**src/rtl/core/bswr_pkg.sv**
```systemverilog
// shared types and constants for the byte stack with rotate
package bswr_pkg;

  localparam int DEPTH = 64;
  localparam int AW    = $clog2(DEPTH);
  localparam int FW    = $clog2(DEPTH + 1);
  localparam int CW    = 7;
  localparam int DW    = 8;
  localparam int MW    = 3;

  typedef enum logic [MW-1:0] {
    MODE_PUSH     = 3'd0,
    MODE_POP      = 3'd1,
    MODE_PEEK     = 3'd2,
    MODE_DUP      = 3'd3,
    MODE_ROT_UP   = 3'd4,
    MODE_ROT_DOWN = 3'd5,
    MODE_PRINT    = 3'd6
  } mode_t;

  typedef enum logic [1:0] {
    ST_DONE  = 2'd0,
    ST_ITEM  = 2'd1,
    ST_FULL  = 2'd2,
    ST_EMPTY = 2'd3
  } status_t;

  typedef struct packed {
    status_t         status;
    logic [DW-1:0]   item;
    logic            last;
  } result_t;

  typedef struct packed {
    logic            we;
    logic [AW-1:0]   waddr;
    logic [DW-1:0]   wdata;
    logic [AW-1:0]   raddr;
  } ram_req_t;

endpackage

```
**src/rtl/core/bswr_ram.sv**
```systemverilog
// simple dual-port ram, one write and one registered read per cycle
module bswr_ram #(
  parameter int AW = 6,
  parameter int DW = 8
) (
  input  logic          clk,
  input  logic          we,
  input  logic [AW-1:0] waddr,
  input  logic [DW-1:0] wdata,
  input  logic [AW-1:0] raddr,
  output logic [DW-1:0] rdata
);

  logic [DW-1:0] mem [2**AW];

  always_ff @(posedge clk) begin
    if (we) begin
      mem[waddr] <= wdata;
    end
    rdata <= mem[raddr];
  end

endmodule

```
**src/rtl/core/bswr_seq.sv**
```systemverilog
// command sequencer: fill level, capacity and read-modify-write walks over the ram
module bswr_seq (
  input  logic                         clk,
  input  logic                         rst,
  input  logic                         in_valid,
  input  logic [bswr_pkg::MW-1:0]      mode,
  input  logic [bswr_pkg::DW-1:0]      value,
  input  logic [bswr_pkg::CW-1:0]      count,
  input  logic                         cfg_we,
  input  logic [bswr_pkg::CW-1:0]      capacity,
  input  logic                         out_free,
  input  logic [bswr_pkg::DW-1:0]      rdata,
  output logic                         idle,
  output logic                         emit,
  output bswr_pkg::result_t            res,
  output bswr_pkg::ram_req_t           ram
);

  typedef enum logic [7:0] {
    S_IDLE      = 8'b0000_0001,
    S_CMD       = 8'b0000_0010,
    S_RD        = 8'b0000_0100,
    S_PRINT     = 8'b0000_1000,
    S_ROT_TMP   = 8'b0001_0000,
    S_ROT_SHIFT = 8'b0010_0000,
    S_ROT_LAST  = 8'b0100_0000,
    S_FIN       = 8'b1000_0000
  } state_t;

  state_t                      state, state_next;
  logic [bswr_pkg::FW-1:0]     fill, fill_next;
  logic [bswr_pkg::FW-1:0]     cap;
  bswr_pkg::mode_t             cmd_mode;
  logic [bswr_pkg::DW-1:0]     cmd_value;
  logic [bswr_pkg::CW-1:0]     cmd_count;
  logic [bswr_pkg::AW-1:0]     ptr, ptr_next;
  logic [bswr_pkg::AW-1:0]     stop, stop_next;
  logic [bswr_pkg::DW-1:0]     tmp, tmp_next;

  logic                        full, empty, cnt_ok, rot_down;
  logic [bswr_pkg::AW-1:0]     top_addr, base_addr, step1, step2;

  assign idle     = (state == S_IDLE);
  assign full     = (fill >= cap);
  assign empty    = (fill == '0);
  assign cnt_ok   = (cmd_count > bswr_pkg::CW'(1)) && (cmd_count <= bswr_pkg::CW'(fill));
  assign top_addr = bswr_pkg::AW'(fill - bswr_pkg::FW'(1));
  assign base_addr = bswr_pkg::AW'(fill - bswr_pkg::FW'(cmd_count));
  assign rot_down = (cmd_mode == bswr_pkg::MODE_ROT_DOWN);
  // walk direction: rotate up moves toward the bottom, rotate down toward the top
  assign step1    = rot_down ? ptr + bswr_pkg::AW'(1) : ptr - bswr_pkg::AW'(1);
  assign step2    = rot_down ? ptr + bswr_pkg::AW'(2) : ptr - bswr_pkg::AW'(2);

  always_comb begin
    state_next = state;
    fill_next  = fill;
    ptr_next   = ptr;
    stop_next  = stop;
    tmp_next   = tmp;
    emit       = 1'b0;
    res.status = bswr_pkg::ST_DONE;
    res.item   = '0;
    res.last   = 1'b1;
    ram.we     = 1'b0;
    ram.waddr  = fill[bswr_pkg::AW-1:0];
    ram.wdata  = cmd_value;
    ram.raddr  = top_addr;

    unique case (state)
      S_IDLE: begin
        if (in_valid) begin
          state_next = S_CMD;
        end
      end

      S_CMD: begin
        unique case (cmd_mode)
          bswr_pkg::MODE_PUSH: begin
            if (out_free) begin
              emit       = 1'b1;
              state_next = S_IDLE;
              if (full) begin
                res.status = bswr_pkg::ST_FULL;
              end else begin
                ram.we    = 1'b1;
                fill_next = fill + bswr_pkg::FW'(1);
              end
            end
          end
          bswr_pkg::MODE_POP, bswr_pkg::MODE_PEEK: begin
            if (!empty) begin
              state_next = S_RD;
            end else if (out_free) begin
              emit       = 1'b1;
              res.status = bswr_pkg::ST_EMPTY;
              state_next = S_IDLE;
            end
          end
          bswr_pkg::MODE_DUP: begin
            if (!empty && !full) begin
              state_next = S_RD;
            end else if (out_free) begin
              emit       = 1'b1;
              res.status = empty ? bswr_pkg::ST_EMPTY : bswr_pkg::ST_FULL;
              state_next = S_IDLE;
            end
          end
          bswr_pkg::MODE_ROT_UP, bswr_pkg::MODE_ROT_DOWN: begin
            if (cnt_ok) begin
              // the walk starts at the entry that moves out of the way
              ram.raddr  = rot_down ? base_addr : top_addr;
              ptr_next   = rot_down ? base_addr : top_addr;
              stop_next  = rot_down ? top_addr : base_addr;
              state_next = S_ROT_TMP;
            end else if (out_free) begin
              emit       = 1'b1;
              state_next = S_IDLE;
            end
          end
          bswr_pkg::MODE_PRINT: begin
            if (!empty) begin
              ptr_next   = top_addr;
              state_next = S_PRINT;
            end else if (out_free) begin
              emit       = 1'b1;
              res.status = bswr_pkg::ST_EMPTY;
              state_next = S_IDLE;
            end
          end
          default: begin
            if (out_free) begin
              emit       = 1'b1;
              state_next = S_IDLE;
            end
          end
        endcase
      end

      S_RD: begin
        if (out_free) begin
          emit       = 1'b1;
          state_next = S_IDLE;
          if (cmd_mode == bswr_pkg::MODE_DUP) begin
            ram.we    = 1'b1;
            ram.wdata = rdata;
            fill_next = fill + bswr_pkg::FW'(1);
          end else begin
            res.status = bswr_pkg::ST_ITEM;
            res.item   = rdata;
            if (cmd_mode == bswr_pkg::MODE_POP) begin
              fill_next = fill - bswr_pkg::FW'(1);
            end
          end
        end
      end

      S_PRINT: begin
        // hold the read address while the output is blocked
        ram.raddr = out_free ? ptr - bswr_pkg::AW'(1) : ptr;
        if (out_free) begin
          emit       = 1'b1;
          res.status = bswr_pkg::ST_ITEM;
          res.item   = rdata;
          res.last   = (ptr == '0);
          if (ptr == '0) begin
            state_next = S_IDLE;
          end else begin
            ptr_next = ptr - bswr_pkg::AW'(1);
          end
        end
      end

      S_ROT_TMP: begin
        tmp_next   = rdata;
        ram.raddr  = step1;
        state_next = S_ROT_SHIFT;
      end

      S_ROT_SHIFT: begin
        // write one entry, read the next one two places ahead of the write
        ram.we    = 1'b1;
        ram.waddr = ptr;
        ram.wdata = rdata;
        ram.raddr = step2;
        ptr_next  = step1;
        if (step1 == stop) begin
          state_next = S_ROT_LAST;
        end
      end

      S_ROT_LAST: begin
        ram.we     = 1'b1;
        ram.waddr  = ptr;
        ram.wdata  = tmp;
        state_next = S_FIN;
      end

      S_FIN: begin
        if (out_free) begin
          emit       = 1'b1;
          state_next = S_IDLE;
        end
      end

      default: begin
        state_next = S_IDLE;
      end
    endcase
  end

  always_ff @(posedge clk) begin
    if (rst) begin
      state <= S_IDLE;
      fill  <= '0;
      cap   <= bswr_pkg::FW'(bswr_pkg::DEPTH);
    end else begin
      state <= state_next;
      fill  <= fill_next;
      if (cfg_we) begin
        if (capacity == '0) begin
          cap <= bswr_pkg::FW'(1);
        end else if (capacity > bswr_pkg::CW'(bswr_pkg::DEPTH)) begin
          cap <= bswr_pkg::FW'(bswr_pkg::DEPTH);
        end else begin
          cap <= bswr_pkg::FW'(capacity);
        end
      end
    end
  end

  always_ff @(posedge clk) begin
    ptr  <= ptr_next;
    stop <= stop_next;
    tmp  <= tmp_next;
    if (idle && in_valid) begin
      cmd_mode  <= bswr_pkg::mode_t'(mode);
      cmd_value <= value;
      cmd_count <= count;
    end
  end

endmodule

```
**src/rtl/core/byte_stack_with_rotate.sv**
```systemverilog
// Byte stack with rotate: a last-in first-out store of up to 64 bytes held in one
// synchronous ram with a registered read, with a capacity register written over
// its own port (0 acts as 1, values above 64 act as 64). One command is taken at a time;
// in_stall stays high until the command's last result beat has been loaded into the
// output register. Push and the single-result cases that need no read answer from S_CMD;
// pop, peek and dup make one ram read, print reads all f entries from the top, and a
// rotation over n entries shifts them with one ram write per cycle. A stalled output
// holds back the next result beat. The ram needs no clearing after reset.
module byte_stack_with_rotate (
  input  logic                     clk,
  input  logic                     rst,
  input  logic                     in_valid,
  output logic                     in_stall,
  input  logic [bswr_pkg::MW-1:0]  mode,
  input  logic [bswr_pkg::DW-1:0]  value,
  input  logic [bswr_pkg::CW-1:0]  count,
  input  logic                     cfg_valid,
  output logic                     cfg_ready,
  input  logic [bswr_pkg::CW-1:0]  capacity,
  output logic                     out_valid,
  input  logic                     out_stall,
  output logic [1:0]               status,
  output logic [bswr_pkg::DW-1:0]  item,
  output logic                     last
);

  logic                      idle, emit, out_free;
  bswr_pkg::result_t         res, out_q;
  bswr_pkg::ram_req_t        ram;
  logic [bswr_pkg::DW-1:0]   rdata;

  assign cfg_ready = 1'b1;
  assign in_stall  = !idle;
  assign out_free  = !out_valid || !out_stall;

  bswr_seq u_seq (
    .clk      (clk),
    .rst      (rst),
    .in_valid (in_valid),
    .mode     (mode),
    .value    (value),
    .count    (count),
    .cfg_we   (cfg_valid && cfg_ready),
    .capacity (capacity),
    .out_free (out_free),
    .rdata    (rdata),
    .idle     (idle),
    .emit     (emit),
    .res      (res),
    .ram      (ram)
  );

  bswr_ram #(
    .AW (bswr_pkg::AW),
    .DW (bswr_pkg::DW)
  ) u_ram (
    .clk   (clk),
    .we    (ram.we),
    .waddr (ram.waddr),
    .wdata (ram.wdata),
    .raddr (ram.raddr),
    .rdata (rdata)
  );

  // output register: emit is only raised when the slot is free
  always_ff @(posedge clk) begin
    if (rst) begin
      out_valid <= 1'b0;
    end else if (emit) begin
      out_valid <= 1'b1;
    end else if (!out_stall) begin
      out_valid <= 1'b0;
    end
  end

  always_ff @(posedge clk) begin
    if (emit) begin
      out_q <= res;
    end
  end

  assign status = out_q.status;
  assign item   = out_q.item;
  assign last   = out_q.last;

endmodule

```
**config.mk**
```make
export PLATFORM = sky130hd
export DESIGN_NAME = byte_stack_with_rotate
export DESIGN_NICKNAME = d
export VERILOG_FILES = /design/src/rtl/core/bswr_pkg.sv /design/src/rtl/core/bswr_ram.sv /design/src/rtl/core/bswr_seq.sv /design/src/rtl/core/byte_stack_with_rotate.sv
export SDC_FILE = /design/constraint.sdc
export NUM_CORES = 1
export LEC_CHECK = 0
export ABC_AREA = 1
export BUFFER_PORTS_ARGS = -buffer_cell sky130_fd_sc_hd__buf_2
export CAP_MARGIN = 30
export CORE_UTILIZATION = 57
export CTS_BUF_LIST = sky130_fd_sc_hd__clkbuf_8
export DETAILED_ROUTE_END_ITERATION = 10
export GPL_ROUTABILITY_DRIVEN = 1
export HOLD_SLACK_MARGIN = 0.15
export MAX_ROUTING_LAYER = met4
export PLACE_DENSITY = 0.73
export SETUP_SLACK_MARGIN = 0.02
export SYNTH_ARGS = -nofsm -noshare
export SYNTH_HDL_FRONTEND = slang
export SYNTH_SLANG_ARGS = --single-unit
```
**constraint.sdc**
```tcl
create_clock -name clk -period 11.5 [get_ports clk]
set_input_delay 2.3 -clock clk [delete_from_list [all_inputs] [get_ports clk]]
set_output_delay 2.3 -clock clk [all_outputs]
set_load 0.02 [all_outputs]
```
==> impl_metrics.ini, run 1 <==
[power_and_ir_drop]
internal_power_mw = 3.88
leakage_nw = 10.4
p_clk_frac = 0.283
ir_drop_v = 0.000126
switchingPower_mw = 2.20
power_density_nw_per_um2 = 212
combPwrFrac = 0.298
seqPwrFrac = 0.419
switching_share = 0.361

[timing]
min_period_over_period = 0.526
finalHoldViolCount = 0
finalMaxSlewViolations = 0
fmax_mhz = 165
rsz0062_at_grt = no
whs_ns = 0.469
min_period_ns = 6.05
slew_headroom = 0.307
finalSetupTns_ns = 0
worstMarginPinSlew_ns = 1.04
fin_skew_ns = 0.0487
setup_viol = 0
fin_ws_ns = 5.45

[yosys]
synth_cells = 2427
synth_top_area_cell = edfxtp_1
netlist_area_um2 = 26300
synth_cell_types = 44
ys_warn_count = 0
yosys-top-cells-area = edfxtp_1 64%, nand3_1 15%, nand2_1 6.4%
synth_fp_nets = 2486
ys_seq_area_frac = 0.663
synth-seq-cells = 592
avgSynthCellArea_um2 = 10.9
synth_top_area_share = 0.640

[place]
placed_area_um2 = 26800
dpl_worst_slack_ns = 4.80
port_buffers = 42
place_inst = 2945
gp_congestion = 0.970
place_hpwl_mm = 40.7

[worst_setup_path]
cpPeakStageDelay_ns = 0.88
worstSetupPathType = in -> reg
arrival_ns = 6.68
cp_max_fo = 130
cpLargestDelayFamily = simple AND/OR/NAND/NOR gates
cp_cell_sequence = buf_2 -> nand2_1 -> inv_1 -> nand3_1 -> nand3_1 -> a21oi_2 -> nand2_8 -> nand2_8 -> buf_16 -> buf_4 -> nand2_1 -> nand3_1 -> nand3_1 -> nand3_1 -> nand3_1 -> nand2_1 -> nand2_1 -> nand2_1
worst_ep_required_time_ns = 12.13
end_kind = register
cp_common_cell = nand3_1
path_buf_inv = 4
startpoint_type = input pin
cp_slowest_cell = buf_4
r2r_slack_ns = 6.51

[finish]
multi_input_area_um2 = 7770
final_nets = 2501
fill_cells = 3646
drive_above_1_share = 0.0911
antenna_cells = 0
layout_commonest_cell = nand3_1
mostFrequentLayoutCells = 766 x nand3_1, 561 x edfxtp_1, 446 x nand2_1
finish.instance_area_um2 = 28600
stdcell_count = 3114
area_growth_pct = 8.76
seq_area_um2 = 17500

[routing]
avgRoutedWirePerCell_um = 22.1
drt_iter0_drc = 2464
routed_via_density = 6.17
drc = 0
drtPass1Iterations = 6
wl_mm = 68.7
drt.antenna.violating_nets = 0
num_vias = 19200

[floorplan]
design.die.area_um2 = 47100
row_count = 78
initial_core_util = 0.579
core_area_um2 = 45500
io_pins = 44
die_width_um = 217
die_h_um = 217

[global_routing]
gr-total-overflow = 0
antenna_found_initial = 0
grtUsageTotal = 0.303
grt_pass1_wl_mm = 105
grt_pass1_vias = 18100
grt_max_degree = 163

[clock_network]
htreeDepth = 3
postCtsResizedCells = 0
cts.sinks = 592
insertion_delay_ns = 0.69
cts_setup_buffers = 0
cts_root_buf = clkbuf_8
cts_hold_buf = 0
clockBufferDepth = 3
cts_tree = done
path_clk_slew_ns = 0.06
cts_made_buffers = 93

[run_status]
outcome = completed

[flow_run]
cap_violations = 0

[hold_path]
hp-class = reg -> reg
==> power groups by stage <==
stage / sequential (mW) / clock, mW / combinational (mW)
2_1_floorplan: 2.57 / 0 / 1.20
3_3_place_gp: 2.59 / 0 / 1.73
3_5_place_dp: 2.59 / 0 / 1.76
4_1_cts: 2.55 / 1.74 / 1.76
5_1_grt: 2.55 / 1.82 / 1.95
6_report: 2.55 / 1.72 / 1.81
==> sequential cells by signal, summed over array words and instances, names as in the netlist <==
name and count:
item 8, last 1, out_valid 1, status 2, u_ram.mem 512, u_ram.rdata 8
u_seq.cap 7, u_seq.cmd_count 7, u_seq.cmd_mode 3, u_seq.cmd_value 8, u_seq.fill 7, u_seq.ptr 6
u_seq.state 8, u_seq.stop 6, u_seq.tmp 8
==> stage by stage <==
stage                     power [mW]  utilization
final                           6.08        0.630
after floorplan                 3.78            -
after detailed placement        4.35        0.590
after global routing            6.33        0.630
after global placement          4.32        0.589
after CTS                       6.05        0.629
==> cell type report <==
type                    instances  share of cell area
repair buffers                 69              0.0166
clock buffers                  94              0.0452
flip-flops and latches        592               0.610
well taps                     600              0.0262
inverters                     109              0.0143
multi-input cells            1577               0.271
clock inverters                73              0.0167
==> Yosys cell counts, drive strengths merged <==
library cell  number
nand3            769
edfxtp           561
nand2            456
nor2             131
buf              117
inv              108
o21ai             55
a21oi             36
clkbuf            32
dfxtp             31
ha                27
xor2              18
nor3              17
o211ai            14
nand4             10
xnor2              9
nor4               6
o221ai             5
a211oi             4
a31oi              4
o22ai              3
a21boi             2
fa                 2
o41ai              2
a21o               1
a31o               1
and2               1
clkinv             1
conb               1
nor2b              1
o2111ai            1
o21a               1
==> metal layers <==
| metal | share of wire | vias to the layer above | routed length [µm] | track usage |
|---|---|---|---|---|
| met5 | 0 | - | 0 | - |
| met4 | 0.034 | 0 | 2340 | 0.116 |
| met3 | 0.10 | 175 | 7010 | 0.0580 |
| met2 | 0.45 | 1086 | 31200 | 0.447 |
| met1 | 0.41 | 9206 | 28200 | 0.418 |
| li1 | - | 8732 | - | - |
==> logic make-up after synthesis <==
family,count (synthesis),share of synthesized area
XOR/XNOR,27,0.00898
other,1,0.000142
AND/OR/NAND/NOR,1391,0.240
buffers and inverters,258,0.0445
adder cells (fa/ha/maj),29,0.0143
AO/OA/AOI/OAI,129,0.0291
flip-flops,592,0.663
==> worst register-to-register path, delay by kind of cell, from the launching register on <==
family / cells / cell delay (ns)
AND/OR/NAND/NOR: 18 / 2.59
buffers and inverters: 3 / 1.59
flip-flops: 1 / 0.38
adder cells (fa/ha/maj): 1 / 0.36
==> worst paths after layout <==
| kind | endpoint | depth (start not counted) | start |
|---|---|---|---|
| worst max-delay path | u_ram.rdata[5] | 18 | out_stall |
| worst min-delay path | u_seq.cap[2] | 2 | u_seq.cap[2] |
| worst min register to register | u_seq.cap[2] | 2 | u_seq.cap[2] |
| worst max register to register | u_ram.rdata[5] | 22 | u_seq.fill[5] |
Power figures use the tool's default switching activity.
==> inputs of run 2 (changes only) <==
--- a/config.mk
+++ b/config.mk
@@ -5,7 +5,7 @@
 export SDC_FILE = /design/constraint.sdc
 export NUM_CORES = 1
 export LEC_CHECK = 0
-export ABC_AREA = 1
+export ABC_AREA = 0
 export BUFFER_PORTS_ARGS = -buffer_cell sky130_fd_sc_hd__buf_2
 export CAP_MARGIN = 30
 export CORE_UTILIZATION = 57
==> constraint.sdc (replaced) <==
create_clock -name clk -period 5.85 [get_ports clk]
set_input_delay 1.17 -clock clk [delete_from_list [all_inputs] [get_ports clk]]
set_output_delay 1.17 -clock clk [all_outputs]
set_load 0.02 [all_outputs]
==> impl_metrics.ini, run 2 <==
[run_status]
outcome = completed

[yosys]
synth_top_area_share = 0.642
synth_top_area_cell = edfxtp_1
synth_cells = 1922
synth-seq-cells = 592
synth_fp_nets = 1981
yosysMostFrequentCell = edfxtp_1
avgSynthCellArea_um2 = 13.7
ys.flop_type = edfxtp_1
synth_cell_types = 86
yosys-top-cells-count = 561 x edfxtp_1, 270 x nand2_1, 128 x nand3_1
ys_async_sr_fraction = 0
yosys-top-cells-area = edfxtp_1 64%, mux2i_1 4.6%, nand2_1 3.9%
netlist_area_um2 = 26200
ys_warn_count = 0
ys_seq_area_frac = 0.666
synth_edf_count = 561

[hold_path]
hold_start = u_seq.cap[6]
holdPathEnd = u_seq.cap[6]
whs_path_depth = 2
hp-class = reg -> reg

[worst_setup_path]
r2r_cells = 13
critPathLaunch = u_seq.fill[5]
reg2reg_from = u_seq.fill[5]
r2r-end = u_ram.rdata[5]
cp_cell_sequence = inv_1 -> ha_1 -> nand2_1 -> o21ai_0 -> o21ai_2 -> a221o_2 -> nor2_8 -> buf_12 -> mux4_2 -> mux2i_1 -> a221oi_1 -> nand4_1 -> nor4_1
path_buf_inv = 2
cp_slowest_cell = a221o_2
worst_ep_required_time_ns = 6.44
cpPeakStageDelay_ns = 0.54
arrival_ns = 5.49
worstSetupPathType = reg -> reg
cpLargestDelayFamily = compound AO/OA/AOI/OAI gates
startpoint_type = register
cp_max_fo = 56
r2r_slack_ns = 0.94
end_kind = register

[timing]
min_period_over_period = 0.838
min_period_ns = 4.91
fin_skew_ns = 0.0464
finalMaxSlewViolations = 0
fmax_mhz = 204
finalSetupTns_ns = 0
whs_ns = 0.536
finalHoldViolCount = 0
worstMarginPinSlew_ns = 1.09
rsz0062_at_grt = no
setup_viol = 0
slew_headroom = 0.271

[clock_network]
cts_setup_buffers = 0
cts.sinks = 592
htreeDepth = 3
cts_made_buffers = 96
postCtsResizedCells = 0
cts_hold_buf = 0
cts_tree = done
clockBufferDepth = 3
path_clk_slew_ns = 0.06
cts_root_buf = clkbuf_8
insertion_delay_ns = 0.70

[routing]
avgRoutedWirePerCell_um = 25.5
drtPass1Iterations = 7
drt.antenna.violating_nets = 0
drc = 0
routed_via_density = 6.39
wl_mm = 68.0
num_vias = 17000
drt_iter0_drc = 2357

[power_and_ir_drop]
combPwrFrac = 0.155
power_density_nw_per_um2 = 345
leakage_nw = 9.68
ir_drop_v = 0.000201
p_clk_frac = 0.334
switchingPower_mw = 2.79
switching_share = 0.282
seqPwrFrac = 0.511
internal_power_mw = 7.10

[floorplan]
design.die.area_um2 = 46900
die_h_um = 217
io_pins = 44
row_count = 78
core_area_um2 = 45400
initial_core_util = 0.578
die_width_um = 217

[global_routing]
grt_pass1_vias = 16300
gr-total-overflow = 0
grt_max_degree = 65
grt_pass1_wl_mm = 102
antenna_found_initial = 0
grtUsageTotal = 0.302

[finish]
drive_above_1_share = 0.138
largest_reg_flops = 512
area_growth_pct = 9.23
final_nets = 2050
regMostFlops = u_ram.mem
layout_commonest_cell = edfxtp_1
antenna_cells = 0
mostFrequentLayoutCells = 561 x edfxtp_1, 262 x nand2_1, 128 x nand3_1

[place]
port_buffers = 42
gp_congestion = 1.00
place_hpwl_mm = 44.5

[flow_run]
cap_violations = 0
## run 2: worst register-to-register path, delay by kind of cell, from the launching register on
family	cells	cell delay, ns
adders and majority gates	1	0.43
DFF	1	0.52
buffers and inverters	2	0.63
muxes	2	1.00
and+or+nand+nor	4	0.83
AOI/OAI and AO/OA	4	1.42
## run 2: worst max-delay path by stage
stage                          end  slack [ns]  cells after the start
finish              u_ram.rdata[5]        0.94                     13
global route        u_ram.rdata[7]        0.72                     11
CTS                 u_ram.rdata[5]        1.03                     13
detailed placement  u_ram.rdata[5]        1.04                     13
global placement    u_ram.rdata[5]        1.05                     13
floorplan           u_ram.rdata[4]        2.18                     15
## run 2: stage by stage
stage / util / setup WS (ns) / cells / cell area (µm²) / power [mW]
2_1_floorplan: - / 2.18 / 1922 / 26200 / 6.08
3_3_place_gp: 0.593 / 1.05 / 2491 / 26900 / 6.62
3_5_place_dp: 0.593 / 1.04 / 2493 / 26900 / 6.65
4_1_cts: 0.632 / 1.03 / 2665 / 28700 / 9.91
5_1_grt: 0.632 / 0.722 / 2665 / 28700 / 10.2
6_report: 0.632 / 0.945 / 2665 / 28700 / 9.90
## run 2: power by group through the flow
stage,Combinational (mW),Clock [mW],Sequential [mW]
finish,1.54,3.30,5.06
global placement,1.48,0,5.14
CTS,1.52,3.34,5.06
global route,1.62,3.53,5.06
detailed placement,1.51,0,5.14
floorplan,1.00,0,5.08
## run 2: logic make-up after synthesis
kind of cell             after synthesis  share of synthesized area
AO/OA/AOI/OAI                        276                     0.0740
XOR/XNOR                              32                     0.0107
adder cells (fa/ha/maj)               29                     0.0144
buffers and inverters                138                     0.0307
flip-flops                           592                      0.666
multiplexers                         178                     0.0834
other                                  1                   0.000143
AND/OR/NAND/NOR                      676                      0.121
## run 2: layout make-up
type / instances / area (µm²)
Timing Repair Buffer: 75 / 553
Tap cell: 600 / 751
Inverter: 34 / 128
Clock inverter: 70 / 353
Sequential cell: 592 / 17500
Clock buffer: 102 / 1400
Multi-Input combinational cell: 1192 / 8010
Fill cell: 3380 / 16700
## run 2: metal layers
layer	vias up	routed length [µm]	track usage
met5	-	0	-
li1	7437	-	-
met4	0	1990	0.101
met2	1026	31000	0.446
met3	156	7020	0.0549
met1	8421	28000	0.426
